===== src/design/elsched_pkg.sv =====
// Package for the LOOK elevator scheduler: shared types, opcodes and field widths.
// No dependencies; used by elsched_step and elevator_look_scheduler.
package elsched_pkg;

  localparam int unsigned FloorW      = 4;   // width of a floor number
  localparam int unsigned NumFloorsW  = 5;   // width of the floor count register
  localparam int unsigned FieldFloors = 16;  // floors a 4-bit floor field can name
  localparam int unsigned AddrW       = 3;   // APB byte address width
  localparam int unsigned DataW       = 32;  // APB data width

  // Input opcodes, carried in tuser.
  localparam logic OpRequest = 1'b0;
  localparam logic OpTick    = 1'b1;

  // Register word indexes.
  localparam logic RegNumFloors = 1'b0;

  typedef struct packed {
    logic [FloorW-1:0] car;
    logic              up;
    logic [FloorW-1:0] upper;
    logic              upper_v;
    logic [FloorW-1:0] lower;
    logic              lower_v;
  } car_state_t;

  // Packed with served in bit 0, matching the output tdata layout.
  typedef struct packed {
    logic              bad_floor;
    logic              moving_up;
    logic [FloorW-1:0] car_floor;
    logic [FloorW-1:0] served_floor;
    logic              served;
  } result_t;

endpackage


===== src/design/elevator_look_scheduler.sv =====
// Top level of the LOOK elevator scheduler: stream ports, APB register, state and result register.
// Depends on elsched_pkg and elsched_step.
//
//  Channel   Direction  Signals                                Carries
//  --------  ---------  -------------------------------------  ---------------------------------
//  s_axis    in         s_axis_tvalid/tready/tdata/tuser       one request or tick per transaction
//  m_axis    out        m_axis_tvalid/tready/tdata             one result per input transaction
//  apb       in/out     psel/penable/pwrite/paddr/pwdata/...   num_floors register at address 0
//
// Each input transaction updates the car state and call bits in the cycle it is
// accepted; its result appears on m_axis in the next cycle, one item per cycle
// while m_axis does not stall. The single output register sets the rate: a new transaction is
// taken whenever that register is empty or being drained in the same cycle.
// Reset clears all call bits, parks the car at floor 0 heading up, drops both
// targets and sets num_floors to its largest legal value. A stall on m_axis
// holds the result and back-pressures s_axis; nothing is lost or reordered.
module elevator_look_scheduler #(
  parameter int unsigned MAX_FLOORS = 16
) (
  input  logic                                 clk_i,
  input  logic                                 rst_ni,
  // Input stream
  input  logic                                 s_axis_tvalid_i,
  output logic                                 s_axis_tready_o,
  input  logic [7:0]                           s_axis_tdata_i,  // [3:0] floor
  input  logic                                 s_axis_tuser_i,  // [0] opcode
  // Output stream
  output logic                                 m_axis_tvalid_o,
  input  logic                                 m_axis_tready_i,
  // [0] served, [4:1] served_floor, [8:5] car_floor, [9] moving_up, [10] bad_floor
  output logic [15:0]                          m_axis_tdata_o,
  // Configuration port
  input  logic                                 psel,
  input  logic                                 penable,
  input  logic                                 pwrite,
  input  logic [elsched_pkg::AddrW-1:0]        paddr,
  input  logic [elsched_pkg::DataW-1:0]        pwdata,
  output logic [elsched_pkg::DataW-1:0]        prdata,
  output logic                                 pready
);

  // Only floors a 4-bit field can name ever get call bits.
  localparam int unsigned NumCalls = (MAX_FLOORS < elsched_pkg::FieldFloors) ?
                                     MAX_FLOORS : elsched_pkg::FieldFloors;
  localparam logic [elsched_pkg::NumFloorsW-1:0] FloorLim =
      elsched_pkg::NumFloorsW'(NumCalls);
  localparam logic [elsched_pkg::NumFloorsW-1:0] FloorMin =
      elsched_pkg::NumFloorsW'(2);
  localparam elsched_pkg::car_state_t StateReset = '{
    car: '0, up: 1'b1, upper: '0, upper_v: 1'b0, lower: '0, lower_v: 1'b0
  };

  // ---------------------------------------------------------------------------
  // Configuration register
  // ---------------------------------------------------------------------------
  logic [elsched_pkg::NumFloorsW-1:0] num_floors_q, num_floors_d;
  logic [elsched_pkg::NumFloorsW-1:0] wr_val;
  logic                               cfg_wr;

  assign pready = 1'b1;
  assign cfg_wr = psel && penable && pwrite && pready &&
                  (paddr[2] == elsched_pkg::RegNumFloors);
  assign wr_val = pwdata[elsched_pkg::NumFloorsW-1:0];

  // Saturate the written count into the legal range.
  always_comb begin
    num_floors_d = num_floors_q;
    if (cfg_wr) begin
      if (wr_val < FloorMin) begin
        num_floors_d = FloorMin;
      end else if (wr_val > FloorLim) begin
        num_floors_d = FloorLim;
      end else begin
        num_floors_d = wr_val;
      end
    end
  end

  always_comb begin
    prdata = '0;
    if (paddr[2] == elsched_pkg::RegNumFloors) begin
      prdata = {{(elsched_pkg::DataW - elsched_pkg::NumFloorsW){1'b0}}, num_floors_q};
    end
  end

  // ---------------------------------------------------------------------------
  // Car state and call bits
  // ---------------------------------------------------------------------------
  elsched_pkg::car_state_t state_q, state_d;
  logic [NumCalls-1:0]     calls_q, calls_d;
  elsched_pkg::result_t    result_d;
  logic                    in_fire;

  elsched_step #(
    .NumCalls(NumCalls)
  ) u_step (
    .opcode_i    (s_axis_tuser_i),
    .floor_i     (s_axis_tdata_i[elsched_pkg::FloorW-1:0]),
    .num_floors_i(num_floors_q),
    .state_i     (state_q),
    .calls_i     (calls_q),
    .state_o     (state_d),
    .calls_o     (calls_d),
    .result_o    (result_d)
  );

  // ---------------------------------------------------------------------------
  // Output register: accept when empty or draining this cycle
  // ---------------------------------------------------------------------------
  logic                 out_valid_q;
  elsched_pkg::result_t out_data_q;

  assign s_axis_tready_o = !out_valid_q || m_axis_tready_i;
  assign in_fire         = s_axis_tvalid_i && s_axis_tready_o;
  assign m_axis_tvalid_o = out_valid_q;
  assign m_axis_tdata_o  = {{(16 - $bits(elsched_pkg::result_t)){1'b0}}, out_data_q};

  always_ff @(posedge clk_i or negedge rst_ni) begin
    if (!rst_ni) begin
      num_floors_q <= FloorLim;
      state_q      <= StateReset;
      calls_q      <= '0;
      out_valid_q  <= 1'b0;
    end else begin
      num_floors_q <= num_floors_d;
      if (in_fire) begin
        state_q     <= state_d;
        calls_q     <= calls_d;
        out_valid_q <= 1'b1;
      end else if (m_axis_tready_i) begin
        out_valid_q <= 1'b0;
      end
    end
  end

  // Result payload: load on every accepted transaction, hold otherwise.
  always_ff @(posedge clk_i) begin
    if (in_fire) begin
      out_data_q <= result_d;
    end
  end

endmodule


===== src/design/elsched_step.sv =====
// Next-state logic for one request or tick of the LOOK elevator scheduler.
// Depends on elsched_pkg (car_state_t, result_t, opcodes).
module elsched_step #(
  parameter int unsigned NumCalls = 16
) (
  input  logic                                opcode_i,
  input  logic [elsched_pkg::FloorW-1:0]      floor_i,
  input  logic [elsched_pkg::NumFloorsW-1:0]  num_floors_i,
  input  elsched_pkg::car_state_t             state_i,
  input  logic [NumCalls-1:0]                 calls_i,
  output elsched_pkg::car_state_t             state_o,
  output logic [NumCalls-1:0]                 calls_o,
  output elsched_pkg::result_t                result_o
);

  localparam int unsigned IdxW = $clog2(NumCalls);
  localparam logic [elsched_pkg::NumFloorsW-1:0] CallLim =
      elsched_pkg::NumFloorsW'(NumCalls);

  logic [elsched_pkg::NumFloorsW-1:0] floor_ext;
  logic [elsched_pkg::NumFloorsW-1:0] car_ext;
  logic [elsched_pkg::NumFloorsW-1:0] top;
  logic                               in_range;
  logic                               car_has_slot;

  assign floor_ext    = {1'b0, floor_i};
  assign car_ext      = {1'b0, state_i.car};
  assign top          = num_floors_i - elsched_pkg::NumFloorsW'(1);
  assign in_range     = (floor_ext < num_floors_i) && (floor_ext < CallLim);
  assign car_has_slot = car_ext < CallLim;

  always_comb begin
    state_o  = state_i;
    calls_o  = calls_i;
    result_o = '0;

    if (opcode_i == elsched_pkg::OpRequest) begin
      if (!in_range) begin
        result_o.bad_floor = 1'b1;
      end else begin
        calls_o[floor_i[IdxW-1:0]] = 1'b1;
        // Widen the sweep only past the current targets.
        if (floor_i > state_i.car && (!state_i.upper_v || floor_i > state_i.upper)) begin
          state_o.upper   = floor_i;
          state_o.upper_v = 1'b1;
        end else if (floor_i < state_i.car &&
                     (!state_i.lower_v || floor_i < state_i.lower)) begin
          state_o.lower   = floor_i;
          state_o.lower_v = 1'b1;
        end
      end
    end else if (state_i.upper_v || state_i.lower_v) begin
      if (car_has_slot && calls_i[state_i.car[IdxW-1:0]]) begin
        calls_o[state_i.car[IdxW-1:0]] = 1'b0;
        result_o.served       = 1'b1;
        result_o.served_floor = state_i.car;
      end
      // Reverse at the upper end first, else at the lower end.
      if ((state_i.upper_v && state_i.upper == state_i.car) || car_ext >= top) begin
        state_o.up      = 1'b0;
        state_o.upper_v = 1'b0;
      end else if ((state_i.lower_v && state_i.lower == state_i.car) ||
                   state_i.car == '0) begin
        state_o.up      = 1'b1;
        state_o.lower_v = 1'b0;
      end
      if (state_o.up) begin
        state_o.car = state_i.car + elsched_pkg::FloorW'(1);
      end else begin
        state_o.car = state_i.car - elsched_pkg::FloorW'(1);
      end
    end

    result_o.car_floor = state_o.car;
    result_o.moving_up = state_o.up;
  end

endmodule

===== config.mk =====
export PLATFORM = sky130hd
export DESIGN_NAME = elevator_look_scheduler
export DESIGN_NICKNAME = d
export VERILOG_FILES = /design/src/design/elsched_pkg.sv /design/src/design/elevator_look_scheduler.sv /design/src/design/elsched_step.sv
export SDC_FILE = /design/constraint.sdc
export NUM_CORES = 1
export LEC_CHECK = 0
export BUFFER_PORTS_ARGS = -buffer_cell sky130_fd_sc_hd__clkbuf_2
export CORE_MARGIN = 8
export CORE_UTILIZATION = 42
export DETAILED_ROUTE_END_ITERATION = 7
export PLACE_DENSITY = 0.73
export SETUP_SLACK_MARGIN = 0.15
export SLEW_MARGIN = 0
export SYNTH_ARGS = -nofsm -noshare
export SYNTH_HDL_FRONTEND = slang
export SYNTH_SLANG_ARGS = --single-unit

===== constraint.sdc =====
create_clock -name clk_i -period 3.4 [get_ports clk_i]
set_clock_uncertainty 0.1 [all_clocks]
set_input_delay 0.34 -clock clk_i [delete_from_list [all_inputs] [get_ports clk_i]]
set_output_delay 0.34 -clock clk_i [all_outputs]
set_load 0.02 [all_outputs]

==> results.sh <==
export IMPL_gp_congestion=0.830
export IMPL_cp_end_kind="register"
export IMPL_synthesis_area_um2=3210
export IMPL_grt_overflow=0
export IMPL_vias_per_cell=5.26
export IMPL_critical_path_top_delay_family="compound AO/OA/AOI/OAI gates"
export IMPL_ys_ff_latch=48
export IMPL_timing_final_max_slew_violations=0
export IMPL_worstSetupPathType="reg2reg"
export IMPL_grt_pass1_vias=2468
export IMPL_busiest_layer="met2"
export IMPL_relSlewSlack_pct=33.3
export IMPL_drive_gt1_share_pct=21.1
export IMPL_ys_types=56
export IMPL_min_period_ns=3.10
export IMPL_ys_top_cells_by_area="dfrtp_1, edfxtp_1, ha_1"
export IMPL_pre_cts_ws_ns=0.227
export IMPL_fp_coreArea_um2=7570
export IMPL_crit_slowest_cell="dfrtp_1"
export IMPL_n_antenna_cell=0
export IMPL_path_cells="inv_1, ha_1, xnor2_1, ha_1, o21ai_0, a221o_1, o211ai_4, ha_1, a21o_2, a21oi_2, nor2_1, mux2i_1, xnor2_1"
export IMPL_fin_util_pct=46.2
export IMPL_drc=0
export IMPL_path_buf_inv=1
export IMPL_cts_hold_buf=0
export IMPL_die_y_um=103
export IMPL_worstPathArrival_ns=3.05
export IMPL_wirelength_um=7170
export IMPL_insertion_delay_ns=0.30
export IMPL_cts_tree="yes"
export IMPL_worstPathMaxFanout=4
export IMPL_setup_viol=0
export IMPL_synth_avg_cell_area_um2=10.2
export IMPL_die_x_um=103
export IMPL_cpMostUsedCell="ha_1"
export IMPL_port_buffers=35
export IMPL_rsz0062_at_grt="false"
export IMPL_drtIter0Drc=172
export IMPL_met3_usage_pct=1.47
export IMPL_max_freq_mhz=322
export IMPL_yosysSeqAreaShare_pct=39.3
export IMPL_fin_crit_sh_pct=91.2
export IMPL_grt_max_degree=38
export IMPL_nets=428
export IMPL_regToRegStartpoint="num_floors_q[0]"
export IMPL_htreeDepth=2
export IMPL_gr_usage_met1_pct=16.6
export IMPL_antenna_found_initial=0
export IMPL_gr_usage_all_layers_pct=13.7
export IMPL_cp_slowest_stage_delay_ns=0.40
export IMPL_finalHoldViolations=0
export IMPL_use_met2_pct=23.9
export IMPL_maxCapViolCount=0
export IMPL_placementRows=32
export IMPL_cp_start_kind="register"
export IMPL_worst_slack_ns=0.299
export IMPL_wire_per_inst_um=15.7
export IMPL_postRouteAntennaNets=0
export IMPL_die_area_um2=10700
export IMPL_clock_sinks=48
export IMPL_area_growth_syn_to_layout_pct=9.06
export IMPL_vdd_ir_drop_max_mv=0.255
export IMPL_initial_core_util_pct=42.4
export IMPL_clockBufferDepth=2
export IMPL_ys_warn_count=0
export IMPL_async_flop_share_pct=77.1
export IMPL_hold_path_class="in2async"
export IMPL_vias=2410
export IMPL_grt_pass1_wl_um=11600
export IMPL_power_mw=2.89
export IMPL_stdcell_area_um2=3500
export IMPL_synth_edf_count=11
export IMPL_powerDensity_nw_per_um2=826
export IMPL_required_ns=3.35
export IMPL_synth_main_ff_cell="dfrtp_1"
export IMPL_path_clk_slew_ns=0.09
export IMPL_post_dp_hpwl_um=5230
export IMPL_fin_tns_setup_ns=0
export IMPL_dpl_instance_area_um2=3380
export IMPL_startpoint="num_floors_q[0]"
export IMPL_synth_top_area_share_pct=27.3
export IMPL_dr_pass1_iters=4
export IMPL_synth_top_area_cell="dfrtp_1"
export IMPL_cts_made_buffers=5
export IMPL_p_leak_nw=1.62
export IMPL_tightest_slew_ns=0.994
export IMPL_status="finished clean"
export IMPL_syn_inst=315
export IMPL_ios=102
export IMPL_fillers=699
export IMPL_cts_root_buf="clkbuf_8"
-- synth_stat cells, types with 10 or more instances --
library cell	instances
nor2_1	23
ha_1	21
xnor2_1	10
inv_1	23
nand2_1	16
o21ai_0	11
edfxtp_1	11
a21oi_1	12
dfrtp_1	35
buf_4	33
mux2_2	10
nor3_1	10
a31oi_1	10
-- area by class of cell --
cell class	count	area, µm²	area share (%)
clock inverter	2	12.5	0.358
multi-input combinational	233	1700	48.5
sequential	48	1260	36.0
inverter	23	86.3	2.47
tap	102	128	3.65
clock buffer	6	72.6	2.08
timing repair buffer	44	243	6.94
-- cell families (layout without fill, tap and decap cells) --
group	Yosys count	in the layout	synth area share, %
AO/OA/AOI/OAI	64	64	13.7
AND/OR/NAND/NOR	79	79	13.3
buffers and inverters	65	75	11.9
multiplexers	19	19	8.39
flip-flops	48	48	39.3
adder cells (fa/ha/maj)	22	22	8.82
other	2	33	0.234
XOR/XNOR	16	16	4.37
-- state kept, by name, indices dropped and copies added (netlist names) --
register         flops
calls_q             16
m_axis_tvalid_o      1
num_floors_q         5
m_axis_tdata_o      11
state_q             15
-- metal layers --
layer	part of all wire [%]	vias to the layer above
met2	50	107
met3	6.8	13
li1	-	1139
met4	2.3	0
met1	41	1151
met5	0	-
-- final timing paths --
path	endpoint	slack, ns	depth (start not counted)
worst min register to register	calls_q[4]	0.39	1
worst min-delay path	calls_q[7]	0.07	1
worst max register to register	m_axis_tdata_o[8]	0.30	13
max in group asynchronous	num_floors_q[0]	2.53	1
worst max-delay path	m_axis_tdata_o[8]	0.30	13
min in group clk_i	num_floors_q[1]	0.14	2
-- repair_timing --
item | 4_1_cts | 5_1_grt
endpoints found under the setup margin | 0 | 2
buffers inserted | 0 | 3
resized for setup | 0 | 2
-- placed cells by master (no fill, tap or decap), drive strengths merged, types with 3 or more instances in the layout --
cell type,n
nor4,3
a22o,3
nor3,10
xnor2,10
nand2,16
mux4,4
o21ai,12
edfxtp,11
clkbuf,41
o211ai,3
a41oi,5
nand4,3
xor2,6
mux2,11
mux2i,4
nor2,24
conb,33
nand2b,4
dfrtp,35
nor2b,6
ha,21
buf,9
a21oi,13
a21o,6
inv,23
a31oi,10
nand3,5
-- worst reg2reg max path: cells and delay by family, from the launching register on --
kind                     cells  cell delay, ns
AND/OR/NAND/NOR              1            0.07
multiplexers                 1            0.22
XOR/XNOR                     2            0.23
buffers and inverters        1            0.10
adder cells (fa/ha/maj)      3            0.76
flip-flops                   1            0.40
AO/OA/AOI/OAI                5            0.96
-- power breakdown --
part,switching (mW),internal [mW]
Sequential,0.211,0.813
Clock,0.192,0.144
Combinational,0.831,0.698
-- stage by stage --
| step | hold slack, ns | cells |
|---|---|---|
| detailed placement | 0.373 | 447 |
| finish | 0.0718 | 458 |
| floorplan | -0.0556 | 346 |
| global placement | 0.376 | 447 |
| global route | 0.142 | 458 |
| CTS | 0.109 | 455 |
No activity file was read; power rests on OpenSTA's default activity.
